==> config.mk <==
export PLATFORM = sky130hd
export DESIGN_NAME = rssi_burst_feature_extractor_top
export DESIGN_NICKNAME = d
export VERILOG_FILES = /design/src/design/rbfe_pkg.sv /design/src/design/rbfe_div.sv /design/src/design/rbfe_datapath.sv /design/src/design/rbfe_ctrl.sv /design/src/design/rssi_burst_feature_extractor_top.sv
export SDC_FILE = /design/constraint.sdc
export NUM_CORES = 1
export LEC_CHECK = 0
export BUFFER_PORTS_ARGS = -buffer_cell sky130_fd_sc_hd__buf_4
export CAP_MARGIN = 20
export CORE_MARGIN = 2
export CORE_UTILIZATION = 61
export CTS_BUF_LIST = sky130_fd_sc_hd__clkbuf_16
export DETAILED_ROUTE_END_ITERATION = 7
export GPL_TIMING_DRIVEN = 0
export PLACE_DENSITY = 0.8
export REMOVE_ABC_BUFFERS = 1
export SYNTH_ARGS = -nofsm -noshare
export SYNTH_HDL_FRONTEND = slang
export SYNTH_SLANG_ARGS = --single-unit
==> constraint.sdc <==
create_clock -name clk_i -period 5.86 [get_ports clk_i]
set_input_delay 0.879 -clock clk_i [delete_from_list [all_inputs] [get_ports clk_i]]
set_output_delay 0.879 -clock clk_i [all_outputs]
set_load 0.02 [all_outputs]
==> src/design/rbfe_pkg.sv <==
// rbfe_pkg: shared widths, constants, controller state type and the command
// and status structs between the burst extractor controller and datapath.
// No dependencies.
package rbfe_pkg;

  localparam int LEVEL_W    = 8;
  localparam int RUN_W      = 16;
  localparam int ACC_W      = 16;
  localparam int TIME_W     = 32;
  localparam int COUNT_W    = 8;
  localparam int MEAN_SHIFT = 4;
  localparam int MEAN_W     = ACC_W + MEAN_SHIFT;
  localparam int DIV_STEPS  = MEAN_W;
  localparam int DIV_CNT_W  = $clog2(DIV_STEPS);

  localparam int IN_DATA_W  = 24;
  localparam int OUT_DATA_W = 144;
  localparam int OUT_USED_W = ACC_W + MEAN_W + TIME_W + COUNT_W + 2 * TIME_W + 1;

  localparam int MAX_BURSTS_DEF = 128;

  localparam logic [LEVEL_W-1:0] MAX_LEVEL_RST  = 8'd16;
  localparam logic [LEVEL_W-1:0] FREE_LEVEL_TOP = 8'd1;

  localparam logic KIND_BURST   = 1'b0;
  localparam logic KIND_SUMMARY = 1'b1;

  typedef enum logic [2:0] {
    ST_IDLE,
    ST_APPLY,
    ST_CHECK,
    ST_DIV,
    ST_BURST,
    ST_FREE,
    ST_SUMMARY
  } ctrl_state_e;

  typedef struct packed {
    logic load_item;
    logic busy_upd;
    logic free_upd;
    logic div_start;
    logic load_burst;
    logic burst_last;
    logic load_summary;
  } ctrl_cmd_t;

  typedef struct packed {
    logic skip;
    logic busy;
    logic in_burst;
    logic size_nz;
    logic item_last;
    logic div_done;
    logic out_free;
  } dp_status_t;

endpackage

==> src/design/rbfe_div.sv <==
// rbfe_div: restoring serial divider, one quotient bit per cycle.
// Used by rbfe_datapath for the weighted mean; depends on rbfe_pkg.
module rbfe_div (
  input  logic                       clk_i,
  input  logic                       rst_ni,
  input  logic                       start_i,
  input  logic [rbfe_pkg::MEAN_W-1:0] dividend_i,
  input  logic [rbfe_pkg::ACC_W-1:0]  divisor_i,
  output logic                       done_o,
  output logic [rbfe_pkg::MEAN_W-1:0] quotient_o
);
  import rbfe_pkg::*;

  logic                 busy_q, busy_d;
  logic                 done_q, done_d;
  logic [DIV_CNT_W-1:0] cnt_q, cnt_d;
  logic [ACC_W-1:0]     rem_q, rem_d;
  logic [ACC_W-1:0]     dvs_q, dvs_d;
  logic [MEAN_W-1:0]    quo_q, quo_d;
  logic [ACC_W:0]       trial;
  logic                 ge;

  // partial remainder stays below the divisor, so the trial fits in 17 bits
  assign trial = {rem_q, quo_q[MEAN_W-1]};
  assign ge    = trial >= {1'b0, dvs_q};

  always_comb begin
    busy_d = busy_q;
    done_d = 1'b0;
    cnt_d  = cnt_q;
    rem_d  = rem_q;
    dvs_d  = dvs_q;
    quo_d  = quo_q;
    if (start_i) begin
      busy_d = 1'b1;
      cnt_d  = '0;
      rem_d  = '0;
      dvs_d  = divisor_i;
      quo_d  = dividend_i;
    end else if (busy_q) begin
      rem_d = ge ? ACC_W'(trial - {1'b0, dvs_q}) : trial[ACC_W-1:0];
      quo_d = {quo_q[MEAN_W-2:0], ge};
      cnt_d = cnt_q + 1'b1;
      if (cnt_q == DIV_CNT_W'(DIV_STEPS - 1)) begin
        busy_d = 1'b0;
        done_d = 1'b1;
      end
    end
  end

  always_ff @(posedge clk_i or negedge rst_ni) begin
    if (!rst_ni) begin
      busy_q <= 1'b0;
      done_q <= 1'b0;
      cnt_q  <= '0;
    end else begin
      busy_q <= busy_d;
      done_q <= done_d;
      cnt_q  <= cnt_d;
    end
  end

  always_ff @(posedge clk_i) begin
    rem_q <= rem_d;
    dvs_q <= dvs_d;
    quo_q <= quo_d;
  end

  assign done_o     = done_q;
  assign quotient_o = quo_q;

endmodule

==> src/design/rbfe_datapath.sv <==
// rbfe_datapath: item register, record accumulators, level limit register,
// serial mean divider and the result register. Depends on rbfe_pkg, rbfe_div.
module rbfe_datapath #(
  parameter int MAX_BURSTS = rbfe_pkg::MAX_BURSTS_DEF
) (
  input  logic                            clk_i,
  input  logic                            rst_ni,
  input  rbfe_pkg::ctrl_cmd_t             cmd_i,
  output rbfe_pkg::dp_status_t            status_o,
  input  logic [rbfe_pkg::IN_DATA_W-1:0]  in_data_i,
  input  logic                            in_last_i,
  input  logic                            cfg_we_i,
  input  logic [rbfe_pkg::LEVEL_W-1:0]    cfg_data_i,
  output logic                            out_valid_o,
  input  logic                            out_ready_i,
  output logic [rbfe_pkg::OUT_DATA_W-1:0] out_data_o,
  output logic                            out_kind_o,
  output logic                            out_last_o
);
  import rbfe_pkg::*;

  localparam logic [COUNT_W-1:0] MaxCount = COUNT_W'(MAX_BURSTS);

  logic [LEVEL_W-1:0] max_level_q;
  logic [LEVEL_W-1:0] level_q;
  logic [RUN_W-1:0]   run_q;
  logic               last_q;

  logic               in_burst_q, in_burst_d;
  logic [ACC_W-1:0]   size_q, size_d;
  logic [ACC_W-1:0]   weight_q, weight_d;
  logic [TIME_W-1:0]  elapsed_q, elapsed_d;
  logic [TIME_W-1:0]  free_q, free_d;
  logic [TIME_W-1:0]  busy_q, busy_d;
  logic [COUNT_W-1:0] count_q, count_d;

  logic               out_valid_q, out_valid_d;
  logic [OUT_USED_W-1:0] out_data_q, out_data_d;
  logic               out_kind_q, out_kind_d;
  logic               out_last_q, out_last_d;

  logic               skip, busy_item, full;
  logic [ACC_W-1:0]   product;
  logic               div_done;
  logic [MEAN_W-1:0]  mean;
  logic [TIME_W-1:0]  start_time;

  assign skip      = !in_burst_q && (level_q > max_level_q);
  assign busy_item = !skip && (level_q > FREE_LEVEL_TOP);
  assign full      = count_q >= MaxCount;
  assign product   = ACC_W'(level_q) * run_q;
  assign start_time = elapsed_q - TIME_W'(size_q);

  rbfe_div u_div (
    .clk_i      (clk_i),
    .rst_ni     (rst_ni),
    .start_i    (cmd_i.div_start),
    .dividend_i ({weight_q, {MEAN_SHIFT{1'b0}}}),
    .divisor_i  (size_q),
    .done_o     (div_done),
    .quotient_o (mean)
  );

  always_comb begin
    status_o.skip      = skip;
    status_o.busy      = busy_item;
    status_o.in_burst  = in_burst_q;
    status_o.size_nz   = size_q != '0;
    status_o.item_last = last_q;
    status_o.div_done  = div_done;
    status_o.out_free  = !out_valid_q || out_ready_i;
  end

  always_comb begin
    in_burst_d  = in_burst_q;
    size_d      = size_q;
    weight_d    = weight_q;
    elapsed_d   = elapsed_q;
    free_d      = free_q;
    busy_d      = busy_q;
    count_d     = count_q;
    out_valid_d = out_valid_q && !out_ready_i;
    out_data_d  = out_data_q;
    out_kind_d  = out_kind_q;
    out_last_d  = out_last_q;

    if (cmd_i.busy_upd) begin
      in_burst_d = 1'b1;
      size_d     = size_q + run_q;
      weight_d   = weight_q + product;
      busy_d     = busy_q + TIME_W'(run_q);
      elapsed_d  = elapsed_q + TIME_W'(run_q);
    end
    if (cmd_i.free_upd) begin
      in_burst_d = 1'b0;
      size_d     = '0;
      weight_d   = '0;
      free_d     = free_q + TIME_W'(run_q);
      elapsed_d  = elapsed_q + TIME_W'(run_q);
    end
    if (cmd_i.load_burst) begin
      out_valid_d = 1'b1;
      out_kind_d  = KIND_BURST;
      out_last_d  = cmd_i.burst_last;
      out_data_d  = {full, busy_q, free_q, (full ? MaxCount : count_q),
                     start_time, mean, size_q};
      in_burst_d  = 1'b0;
      size_d      = '0;
      weight_d    = '0;
      if (!full) begin
        count_d = count_q + 1'b1;
      end
    end
    if (cmd_i.load_summary) begin
      out_valid_d = 1'b1;
      out_kind_d  = KIND_SUMMARY;
      out_last_d  = 1'b1;
      out_data_d  = {full, busy_q, free_q, count_q, {TIME_W{1'b0}},
                     {MEAN_W{1'b0}}, {ACC_W{1'b0}}};
      in_burst_d  = 1'b0;
      size_d      = '0;
      weight_d    = '0;
      elapsed_d   = '0;
      free_d      = '0;
      busy_d      = '0;
      count_d     = '0;
    end
  end

  always_ff @(posedge clk_i or negedge rst_ni) begin
    if (!rst_ni) begin
      max_level_q <= MAX_LEVEL_RST;
      in_burst_q  <= 1'b0;
      size_q      <= '0;
      weight_q    <= '0;
      elapsed_q   <= '0;
      free_q      <= '0;
      busy_q      <= '0;
      count_q     <= '0;
      out_valid_q <= 1'b0;
    end else begin
      if (cfg_we_i) begin
        max_level_q <= cfg_data_i;
      end
      in_burst_q  <= in_burst_d;
      size_q      <= size_d;
      weight_q    <= weight_d;
      elapsed_q   <= elapsed_d;
      free_q      <= free_d;
      busy_q      <= busy_d;
      count_q     <= count_d;
      out_valid_q <= out_valid_d;
    end
  end

  always_ff @(posedge clk_i) begin
    if (cmd_i.load_item) begin
      level_q <= in_data_i[LEVEL_W-1:0];
      run_q   <= in_data_i[LEVEL_W+RUN_W-1:LEVEL_W];
      last_q  <= in_last_i;
    end
    out_data_q <= out_data_d;
    out_kind_q <= out_kind_d;
    out_last_q <= out_last_d;
  end

  assign out_valid_o = out_valid_q;
  assign out_data_o  = {{(OUT_DATA_W - OUT_USED_W){1'b0}}, out_data_q};
  assign out_kind_o  = out_kind_q;
  assign out_last_o  = out_last_q;

endmodule

==> src/design/rbfe_ctrl.sv <==
// rbfe_ctrl: controller state machine sequencing entry update, burst close,
// mean division and result loads. Depends on rbfe_pkg.
module rbfe_ctrl (
  input  logic                 clk_i,
  input  logic                 rst_ni,
  input  logic                 in_valid_i,
  output logic                 in_ready_o,
  input  rbfe_pkg::dp_status_t status_i,
  output rbfe_pkg::ctrl_cmd_t  cmd_o
);
  import rbfe_pkg::*;

  ctrl_state_e state_q, state_d;
  // set while the burst being closed was ended by a free entry
  logic        close_free_q, close_free_d;
  logic        close_ok;

  assign close_ok = status_i.in_burst && status_i.size_nz;

  always_comb begin
    state_d      = state_q;
    close_free_d = close_free_q;
    unique case (state_q)
      ST_IDLE: begin
        if (in_valid_i) begin
          state_d = ST_APPLY;
        end
      end
      ST_APPLY: begin
        if (!status_i.skip && !status_i.busy && close_ok) begin
          close_free_d = 1'b1;
          state_d      = ST_DIV;
        end else begin
          state_d = ST_CHECK;
        end
      end
      ST_CHECK: begin
        if (!status_i.item_last) begin
          state_d = ST_IDLE;
        end else if (close_ok) begin
          close_free_d = 1'b0;
          state_d      = ST_DIV;
        end else begin
          state_d = ST_SUMMARY;
        end
      end
      ST_DIV: begin
        if (status_i.div_done) begin
          state_d = ST_BURST;
        end
      end
      ST_BURST: begin
        if (status_i.out_free) begin
          state_d = close_free_q ? ST_FREE : ST_SUMMARY;
        end
      end
      ST_FREE: begin
        state_d = ST_CHECK;
      end
      ST_SUMMARY: begin
        if (status_i.out_free) begin
          state_d = ST_IDLE;
        end
      end
      default: begin
        state_d = ST_IDLE;
      end
    endcase
  end

  always_comb begin
    cmd_o      = '0;
    in_ready_o = 1'b0;
    unique case (state_q)
      ST_IDLE: begin
        in_ready_o      = 1'b1;
        cmd_o.load_item = in_valid_i;
      end
      ST_APPLY: begin
        if (status_i.busy) begin
          cmd_o.busy_upd = 1'b1;
        end else if (!status_i.skip) begin
          if (close_ok) begin
            cmd_o.div_start = 1'b1;
          end else begin
            cmd_o.free_upd = 1'b1;
          end
        end
      end
      ST_CHECK: begin
        if (status_i.item_last && close_ok) begin
          cmd_o.div_start = 1'b1;
        end
      end
      ST_DIV: begin
      end
      ST_BURST: begin
        cmd_o.load_burst = status_i.out_free;
        cmd_o.burst_last = close_free_q && !status_i.item_last;
      end
      ST_FREE: begin
        cmd_o.free_upd = 1'b1;
      end
      ST_SUMMARY: begin
        cmd_o.load_summary = status_i.out_free;
      end
      default: begin
      end
    endcase
  end

  always_ff @(posedge clk_i or negedge rst_ni) begin
    if (!rst_ni) begin
      state_q      <= ST_IDLE;
      close_free_q <= 1'b0;
    end else begin
      state_q      <= state_d;
      close_free_q <= close_free_d;
    end
  end

endmodule

==> src/design/rssi_burst_feature_extractor_top.sv <==
// RSSI burst feature extractor. Takes run-length coded power entries one at a
// time and emits a feature beat per closed burst (size, weighted mean level
// times 16, start time) and a summary beat on the last entry of a record.
// An entry that closes no burst passes through the apply and check states (and
// the summary load on a last entry); a burst that closes also runs the serial
// divider for the mean (20 quotient bits and its done flag), then the result
// load and, for a burst ended by a free entry, the free update. Results sit in
// an output register while the next entry is taken; a stalled consumer holds
// the block only when a further result must be loaded. Depends on rbfe_pkg,
// rbfe_ctrl, rbfe_datapath and rbfe_div.
module rssi_burst_feature_extractor_top #(
  parameter int MAX_BURSTS = rbfe_pkg::MAX_BURSTS_DEF
) (
  input  logic                            clk_i,
  input  logic                            rst_ni,
  // level [7:0], run_len [23:8]
  input  logic [rbfe_pkg::IN_DATA_W-1:0]  s_axis_tdata,
  input  logic                            s_axis_tlast,
  input  logic                            s_axis_tvalid,
  output logic                            s_axis_tready,
  // burst_len [15:0], mean_level_x16 [35:16], start_time [67:36],
  // burst_index [75:68], free_total [107:76], busy_total [139:108],
  // overflow [140], zero fill [143:141]
  output logic [rbfe_pkg::OUT_DATA_W-1:0] m_axis_tdata,
  // kind [0]
  output logic                            m_axis_tuser,
  output logic                            m_axis_tlast,
  output logic                            m_axis_tvalid,
  input  logic                            m_axis_tready,
  input  logic                            cfg_valid_i,
  output logic                            cfg_ready_o,
  input  logic [rbfe_pkg::LEVEL_W-1:0]    cfg_data_i
);
  import rbfe_pkg::*;

  ctrl_cmd_t  cmd;
  dp_status_t status;

  assign cfg_ready_o = 1'b1;

  rbfe_ctrl u_ctrl (
    .clk_i      (clk_i),
    .rst_ni     (rst_ni),
    .in_valid_i (s_axis_tvalid),
    .in_ready_o (s_axis_tready),
    .status_i   (status),
    .cmd_o      (cmd)
  );

  rbfe_datapath #(
    .MAX_BURSTS (MAX_BURSTS)
  ) u_datapath (
    .clk_i       (clk_i),
    .rst_ni      (rst_ni),
    .cmd_i       (cmd),
    .status_o    (status),
    .in_data_i   (s_axis_tdata),
    .in_last_i   (s_axis_tlast),
    .cfg_we_i    (cfg_valid_i),
    .cfg_data_i  (cfg_data_i),
    .out_valid_o (m_axis_tvalid),
    .out_ready_i (m_axis_tready),
    .out_data_o  (m_axis_tdata),
    .out_kind_o  (m_axis_tuser),
    .out_last_o  (m_axis_tlast)
  );

endmodule
==> results.ini, run 1 <==
[place]
io_buffers = 182
place_ws_ns = 0.805
place.gp.congestion = 0.890
dp_hpwl_um = 38300
dp_cells = 2925

[clock_network]
clkLatencyLatePin_ns = 0.57
clockBufferDepth = 3
cts_tree = yes
postCtsSetupBuffers = 0
cts-resized-gates = 0
clk_pin_slew_ns = 0.06
cts_inserted_buffers = 41
hold_buffers = 0
htree_levels = 2
root_buffer = clkbuf_16
cts.sinks = 377

[routing]
wl_per_cell_um = 18.2
vias_per_cell = 5.96
wl_um = 54800
ant_nets = 0
vias = 17900
drt_iter0_markers = 1411
route.detailed.drc = 0
first_pass_iters = 8

[synthesis]
synthTopCellsByArea = dfrtp_1, edfxtp_1, dfxtp_1
synthXorXnorAreaFrac = 0.0476
synthMuxAreaShare = 0.00680
yosysUniqueCellTypes = 67
synth-seq-area-share = 0.429
synth_area_um2 = 22400
synth_area_per_cell_um2 = 9.53
synthCells = 2356
yosys.area.top_type = dfrtp_1
yosysWarningCount = 0
yosysTopAreaCellShare = 0.174
synth_compound_area_frac = 0.137
async_flop_share = 0.416
synth_fa_ha_area_frac = 0.144
synth_edf_count = 130
synth-simple-area-share = 0.184
ys_ff_latch = 377
synth_top_family_by_area = simple AND/OR/NAND/NOR gates
synth_flop_cell = dfrtp_1

[floorplanning]
dieWidth_um = 196
initial_utilization = 0.616
fp.coreArea_um2 = 36400
dieArea_um2 = 38300
num_rows = 70
ioPinCount = 187
die_y_um = 196

[layout]
antenna_cells = 0
final_cell_mix = nand2_1, inv_1, buf_4
nets = 2751
area_growth_pct = 14.3
n_fill_cell = 2771
final_common_cell = nand2_1
fin_cells = 3002
drive_above_1_share = 0.112

[power_and_ir_drop]
cellPowerDensity_nw_per_um2 = 653
ir_drop_mv = 0.570
p_total_mw = 16.8
p_leak_nw = 11.6

[worst_setup_path]
critPathLaunchType = flop
cp_max_fo = 12
critPathCaptureType = flop
cp_data_required_time_ns = 6.34
critical_path_arrival_ns = 5.68
crit_type = reg -> reg

[timing]
rsz0062_at_grt = false
fin_worst_skew_ns = 0.0236
final.period_utilization = 0.887
setup_ws_ns = 0.663
max_freq_mhz = 192
hold_viol_final = 0
tightest_slew_ns = 1.09
setup_viol_count_final = 0
drv_slew = 0
slew_headroom = 0.267
fin_crit_ns = 5.20

[global_routing]
grt_first_pass_wirelength_um = 89200
antenna_found_initial = 0
grt_max_degree = 103
gr-usage-all-layers = 0.289
overflow = 0
grt_pass1_vias = 17700

[worst_hold_path]
hp-class = in -> async

[run_status]
status = complete, no violations

[flow_run]
cap_violations = 0

-- synthesized netlist by cell type (17+ instances only) --
master,instances
o21ai_0,151
a21oi_1,94
xnor2_1,71
nor3_1,37
xor2_1,51
o31ai_1,36
nand2_1,309
o21a_1,26
and3_1,22
dfxtp_1,90
clkbuf_1,84
nand2b_1,23
ha_1,131
a21o_1,33
fa_1,80
and2_1,133
nor2b_1,17
nor2_1,132
nand3_1,91
edfxtp_1,130
dfrtp_1,156
or3_1,30
inv_1,198
-- report_power, final --
part | internal (mW) | leakage (nW) | switching, mW
Combinational | 4.21 | 6.93 | 5.52
Sequential | 3.67 | 4.02 | 0.853
Clock | 1.43 | 0.680 | 1.07
Total | 9.31 | 11.6 | 7.45
-- final cells by class --
class	instances	area (µm²)	area share
Multi-Input combinational cell	1684	11700	0.457
Sequential cell	377	9640	0.376
Timing Repair Buffer	200	1680	0.0656
Clock buffer	42	1050	0.0410
Inverter	198	748	0.0292
Tap cell	468	586	0.0228
Clock inverter	33	235	0.00917
-- registers in the layout, indices dropped and copies added (netlist names), 16 cells and up --
name                         flops
u_datapath.u_div.quotient_o     20
u_datapath.free_q               32
u_datapath.u_div.dvs_q          16
u_datapath.busy_q               32
u_datapath.weight_q             16
u_datapath.run_q                16
u_datapath.u_div.rem_q          16
u_datapath.out_data_q          141
u_datapath.size_q               16
u_datapath.elapsed_q            32
-- worst paths after layout --
check | slack [ns] | endpoint | start | depth (start not counted)
setup reg to reg | 0.66 | u_datapath.weight_q[14] | u_datapath.run_q[6] | 16
setup / recovery | 0.66 | u_datapath.weight_q[14] | u_datapath.run_q[6] | 16
hold / removal | 0.24 | u_datapath.free_q[20] | rst_ni | 1
min in group clk_i | 0.43 | u_datapath.out_data_q[17] | u_datapath.out_data_q[17] | 2
max in group asynchronous | 4.73 | u_datapath.size_q[0] | rst_ni | 2
hold reg to reg | 0.43 | u_datapath.out_data_q[17] | u_datapath.out_data_q[17] | 2
-- kinds of logic (layout without fill, tap and decap cells) --
logic type,count (synthesis),count (layout)
and+or+nand+nor,852,852
adders and majority gates,211,211
AOI/OAI and AO/OA,480,480
other,2,4
DFF,377,377
buffers and inverters,297,473
muxes,15,15
xor gates and xnor gates,122,122
-- critical path, stage by stage, from the launching register on --
cell      delay (ns)
edfxtp_1        0.93
nand2_1         0.15
fa_1            0.51
inv_1           0.05
fa_1            0.49
inv_1           0.05
fa_1            0.47
fa_1            0.55
inv_1           0.04
ha_1            0.32
nor2b_1         0.14
o21a_1          0.18
o41ai_1         0.54
o21a_1          0.26
o21ai_0         0.14
xnor2_1         0.14
o21ai_0         0.14
-- metrics by stage --
| stage | instance area (µm²) | setup TNS [ns] | hold WS (ns) | utilization |
|---|---|---|---|---|
| 4_1_cts | 25600 | 0 | 0.261 | 0.703 |
| 2_1_floorplan | 22100 | -393.54 | 0.440 | - |
| 3_5_place_dp | 24300 | 0 | 0.431 | 0.668 |
| 6_report | 25700 | 0 | 0.236 | 0.704 |
| 5_1_grt | 25700 | 0 | 0.287 | 0.704 |
| 3_3_place_gp | 24000 | -1711.14 | 0.427 | 0.659 |
-- metal layers --
layer	routed length [µm]	part of all wire	GRT usage	up-vias
li1	-	-	-	8443
met1	23200	0.42	0.385	8664
met2	26000	0.48	0.481	657
met3	3730	0.068	0.0425	129
met4	1800	0.033	0.111	0
met5	0	0	0	-
Note: power is estimated with default switching activity, not from simulation.
==> inputs of run 2 (changes only) <==
Settings changed: ABC_AREA from default to 1, CORE_UTILIZATION 61 to 62, PLACE_DENSITY 0.8 to 0.81.
==> run 2 against run 1 <==
Compared with the run above: area after synthesis increased by 15%; clock skew increased by 0.0068 ns; worst hold slack got worse by 0.025 ns; clock-buffer cell count increased by 2; via count increased by 31%; sequential share of layout area decreased by 4.2 points; register-to-register slack improved by 0.36 ns; final area increased by 13%; combinational power increased by 22%; cell count increased by 40%.
==> results.ini, run 2 <==
[layout]
drive_above_1_share = 0.0915
multi_input_area_um2 = 13500
final_common_cell = nand2_1
seq_area_um2 = 9640
nets = 3899
largest_register = u_datapath.out_data_q
area_growth_pct = 11.7
largest_reg_flops = 141
final_core_util = 0.704
antenna_cells = 0
final_cell_mix = nand2_1, inv_1, nor2_1
n_fill_cell = 3442

[routing]
vias_per_cell = 5.56
vias = 23500
wl_um = 73200
drt_iter0_markers = 1898
route.detailed.drc = 0
first_pass_iters = 6
ant_nets = 0
wl_per_cell_um = 17.4

[worst_setup_path]
critical_path_arrival_ns = 5.35
crit_type = reg -> reg
timing.rr.start = u_datapath.run_q[1]
reg2reg_depth = 15
timing.rr.end = u_datapath.weight_q[10]
critPathLaunchType = flop
critPathCaptureType = flop
cp_max_fo = 14
reg2reg_slack_ns = 1.02
cp_data_required_time_ns = 6.37

[clock_network]
cts_tree = yes
htree_levels = 2
hold_buffers = 0
postCtsSetupBuffers = 0
cts_inserted_buffers = 42
clockBufferDepth = 3
clkLatencyLatePin_ns = 0.59
root_buffer = clkbuf_16
cts.sinks = 377
clk_pin_slew_ns = 0.06
cts-resized-gates = 0

[synthesis]
yosysUniqueCellTypes = 61
ys_ff_latch = 377
synth_flop_cell = dfrtp_1
synth_most_common_cell = nand2_1
synth_edf_count = 130
synth_compound_area_frac = 0.0856
yosys.area.top_type = nand2_1
synth-simple-area-share = 0.293
async_flop_share = 0.416
synthCells = 3503
synth-seq-area-share = 0.373
synth_top_family_by_area = simple AND/OR/NAND/NOR gates
yosysWarningCount = 0
synth_area_per_cell_um2 = 7.38
synth_fa_ha_area_frac = 0.125
synthTopCellsByArea = nand2_1, dfrtp_1, edfxtp_1
ys_top_cells_by_count = nand2_1, inv_1, nor2_1, nand3_1, dfrtp_1
synthMuxAreaShare = 0.000435
synthXorXnorAreaFrac = 0.0180
yosysTopAreaCellShare = 0.160
synth_area_um2 = 25900

[place]
place.gp.congestion = 0.964
dp_hpwl_um = 54300
io_buffers = 182

[timing]
drv_slew = 0
fin_crit_ns = 4.84
final.period_utilization = 0.826
rsz0062_at_grt = false
tightest_slew_ns = 0.953
whs_ns = 0.211
fin_worst_skew_ns = 0.0304
setup_viol_count_final = 0
slew_headroom = 0.365
max_freq_mhz = 207
hold_viol_final = 0

[floorplanning]
num_rows = 74
dieWidth_um = 208
initial_utilization = 0.630
die_y_um = 208
dieArea_um2 = 43400
fp.coreArea_um2 = 41000
ioPinCount = 187

[global_routing]
gr-usage-all-layers = 0.336
grt_max_degree = 97
antenna_found_initial = 1
overflow = 0
grt_pass1_vias = 22900
grt_first_pass_wirelength_um = 116000

[power_and_ir_drop]
p_leak_nw = 15.0
ir_drop_mv = 0.515
cellPowerDensity_nw_per_um2 = 656

[worst_hold_path]
hp-class = in -> async

[flow_run]
cap_violations = 0

[run_status]
status = complete, no violations

## run 2: cell types whose count changed in the layout (fill, tap and decap cells not counted), moves of 30 or more
cell	before	now
inv_1	208	575
xnor2_1	71	28
and2_1	133	3
a21o_1	33	3
o31ai_1	36	1
nand2_1	308	1102
nand3_1	91	228
a21oi_1	94	129
or3_1	30	0
nand4_1	14	60
nor2_1	130	281
## run 2: routing by layer
layer	GRT usage	vias to the layer above	wire, µm
li1	-	11400	-
met1	0.443	11000	30900
met2	0.539	875	33200
met3	0.0844	166	6570
met4	0.119	2	2420
met5	0	-	13
## run 2: through the flow
step	power, mW	std cells	cell area (µm²)	setup TNS [ns]	setup slack (ns)
finish	19.0	4215	28900	0	1.02
CTS	18.9	4214	28900	0	1.04
floorplan	12.9	3417	25300	0	1.70
detailed placement	16.2	4137	27500	0	1.08
global route	20.8	4215	28900	0	0.842
global placement	15.7	4131	27400	-0.233	-0.117
## run 2: area by class of cell
class | instances | share of cell area
multi-input cells | 2463 | 0.469
well taps | 532 | 0.0230
repair buffers | 189 | 0.0535
clock inverters | 33 | 0.00788
inverters | 577 | 0.0752
clock buffers | 44 | 0.0381
flip-flops and latches | 377 | 0.334
## run 2: worst max path at each step
stage / slack [ns] / cells after the start / end / start
floorplan: 1.70 / 15 / u_datapath.weight_q[11] / u_datapath.level_q[1]
global placement: -0.12 / 7 / u_datapath.out_data_q[119] / m_axis_tready
detailed placement: 1.08 / 15 / u_datapath.weight_q[10] / u_datapath.run_q[1]
CTS: 1.04 / 15 / u_datapath.weight_q[10] / u_datapath.run_q[1]
global route: 0.84 / 18 / u_datapath.weight_q[14] / u_datapath.run_q[6]
finish: 1.02 / 15 / u_datapath.weight_q[10] / u_datapath.run_q[1]
## run 2: power by group
| part | switching (mW) | internal (mW) |
|---|---|---|
| combinational | 7.66 | 4.22 |
| clock | 1.11 | 1.49 |
| sequential | 0.816 | 3.67 |
| total | 9.58 | 9.38 |
## run 2: critical path, cell delays in order, from the launching register on
cell and delay [ns]:
edfxtp_1 0.94, nand2_1 0.17, fa_1 0.52, fa_1 0.54, inv_1 0.06, fa_1 0.54
inv_1 0.06, fa_1 0.54, inv_1 0.04, ha_1 0.35, a21oi_1 0.20, o21ai_0 0.13
a21oi_1 0.23, xor2_1 0.09, or2_2 0.27, nand2_1 0.07
## run 2: cell families (layout without fill, tap and decap cells)
logic type,after synthesis,in the layout
AO/OA/AOI/OAI,395,395
buffers and inverters,665,843
multiplexers,1,1
flip-flops,377,377
AND/OR/NAND/NOR,1799,1799
other,2,4
adder cells (fa/ha/maj),211,211
XOR/XNOR,53,53
==> inputs of run 3 (changes only) <==
Clock period 5.86 ns to 4.8 ns, I/O delays scaled along.
==> run 3 against run 2 <==
Compared with the run above: the run now ends with design-rule violations left; worst hold slack got worse by 0.16 ns; via count rose by 1.2%; cell count up 0.81%; core utilization up 0.81 points; routed wire length grew 0.97%; die area did not move; critical path type unchanged; critical endpoint unchanged; largest cell class unchanged; highest routed layer unchanged.
==> results.ini, run 3 (synthesis results as in run 2) <==
[run_status]
status = finished with violations
violations = design-rule violations

[worst_setup_path]
critPathCaptureType = flop
critical_path_arrival_ns = 5.13
cp_max_fo = 14
crit_type = reg -> reg
cp_data_required_time_ns = 5.31
critPathLaunchType = flop

[floorplanning]
fp.coreArea_um2 = 41000
dieWidth_um = 208
ioPinCount = 187
die_y_um = 208
initial_utilization = 0.630
dieArea_um2 = 43400
num_rows = 74

[timing]
whs_ns = 0.0515
setup_viol_count_final = 0
max_freq_mhz = 216
fin_crit_ns = 4.62
hold_viol_final = 0
tightest_slew_ns = 0.872
final.period_utilization = 0.963
rsz0062_at_grt = false
fin_worst_skew_ns = 0.0320
slew_headroom = 0.418
drv_slew = 0

[layout]
area_growth_pct = 13.0
final_cell_area_um2 = 29200
final_cell_mix = nand2_1, inv_1, nor2_1
nets = 3933
drive_above_1_share = 0.0998
final_common_cell = nand2_1
largest_register = u_datapath.out_data_q
n_fill_cell = 3396
antenna_cells = 0
largest_reg_flops = 141

[power_and_ir_drop]
p_int_mw = 11.5
p_leak_nw = 15.2
combPwrFrac = 0.634
clock_power_share = 0.136
cellPowerDensity_nw_per_um2 = 797
ir_drop_mv = 0.634
p_seq_frac = 0.230
p_switching_mw = 11.7
p_total_mw = 23.3
p_sw_frac = 0.504

[global_routing]
use_met3 = 0.0780
antenna_found_initial = 1
grt.busiest_layer = met2
grt_pass1_vias = 22900
use_met2 = 0.548
gr-usage-all-layers = 0.337
grt_first_pass_wirelength_um = 117000
grt_max_degree = 97
overflow = 0
grt_use_met1 = 0.447

[clock_network]
cts_inserted_buffers = 42
htree_levels = 2
clk_pin_slew_ns = 0.07
hold_buffers = 0
cts.sinks = 377
clockBufferDepth = 3
clkLatencyLatePin_ns = 0.59
cts-resized-gates = 0
cts_tree = yes
root_buffer = clkbuf_16

[place]
dp_hpwl_um = 54300
io_buffers = 182
place.gp.congestion = 0.964
placed_area_um2 = 27500

[routing]
first_pass_iters = 8
vias_per_cell = 5.58
route.detailed.drc = 10
wl_per_cell_um = 17.4
drt_iter0_markers = 2056
ant_nets = 0
vias = 23700
wl_um = 73900

[flow_run]
cap_violations = 0

[worst_hold_path]
hp-class = in -> async

run 3: worst paths after layout:
path,from,end,slack [ns],depth (start not counted)
hold / removal,rst_ni,u_datapath.free_q[31],0.05,1
hold reg to reg,u_datapath.out_data_q[44],u_datapath.out_data_q[44],0.45,2
max in group asynchronous,rst_ni,u_datapath.weight_q[5],3.84,2
setup reg to reg,u_datapath.level_q[4],u_datapath.weight_q[10],0.18,15
min in group clk_i,s_axis_tlast,u_datapath.last_q,0.30,1
setup / recovery,u_datapath.level_q[4],u_datapath.weight_q[10],0.18,15
run 3: what timing repair did:
action                     CTS  global route
buffers inserted             4            30
pin swaps                    0             0
setup endpoints to repair    1             8
run 3: metal layers:
layer | up-vias | part of all wire
li1 | 11500 | -
met1 | 11200 | 0.42
met2 | 937 | 0.46
met3 | 149 | 0.092
met4 | 2 | 0.028
met5 | - | 0.00018
run 3: power by group through the flow:
| stage | clock, mW | combinational (mW) | sequential, mW |
|---|---|---|---|
| 2_1_floorplan | 0 | 10.2 | 5.54 |
| 3_3_place_gp | 0 | 13.8 | 5.45 |
| 3_5_place_dp | 0 | 14.3 | 5.48 |
| 4_1_cts | 3.20 | 14.4 | 5.43 |
| 5_1_grt | 3.32 | 16.8 | 5.44 |
| 6_report | 3.17 | 14.8 | 5.35 |
run 3: per-stage QoR:
step | instances | setup TNS, ns | setup slack (ns) | util
floorplan | 3417 | 0 | 0.643 | -
finish | 4249 | 0 | 0.179 | 0.712
detailed placement | 4137 | 0 | 0.0221 | 0.671
CTS | 4218 | 0 | 0.0319 | 0.704
global route | 4249 | 0 | 0.00233 | 0.712
global placement | 4131 | -102.14 | -1.02 | 0.667
run 3: critical path, stage by stage, from the launching register on:
cell and delay, ns:
edfxtp_1 0.80, nand2_1 0.17, fa_1 0.53, fa_1 0.49
inv_1 0.06, fa_1 0.54, inv_1 0.06, fa_1 0.54
inv_1 0.04, ha_1 0.35, a21oi_1 0.19, o21ai_0 0.13
a21oi_1 0.22, xor2_1 0.09, or2_2 0.27, nand2_1 0.07
run 3: layout make-up:
class / instances / area, µm² / area share
Multi-Input combinational cell: 2463 / 13500 / 0.463
Sequential cell: 377 / 9640 / 0.330
Inverter: 577 / 2170 / 0.0744
Timing Repair Buffer: 223 / 1880 / 0.0642
Clock buffer: 44 / 1100 / 0.0377
Tap cell: 532 / 666 / 0.0228
Clock inverter: 33 / 228 / 0.00780
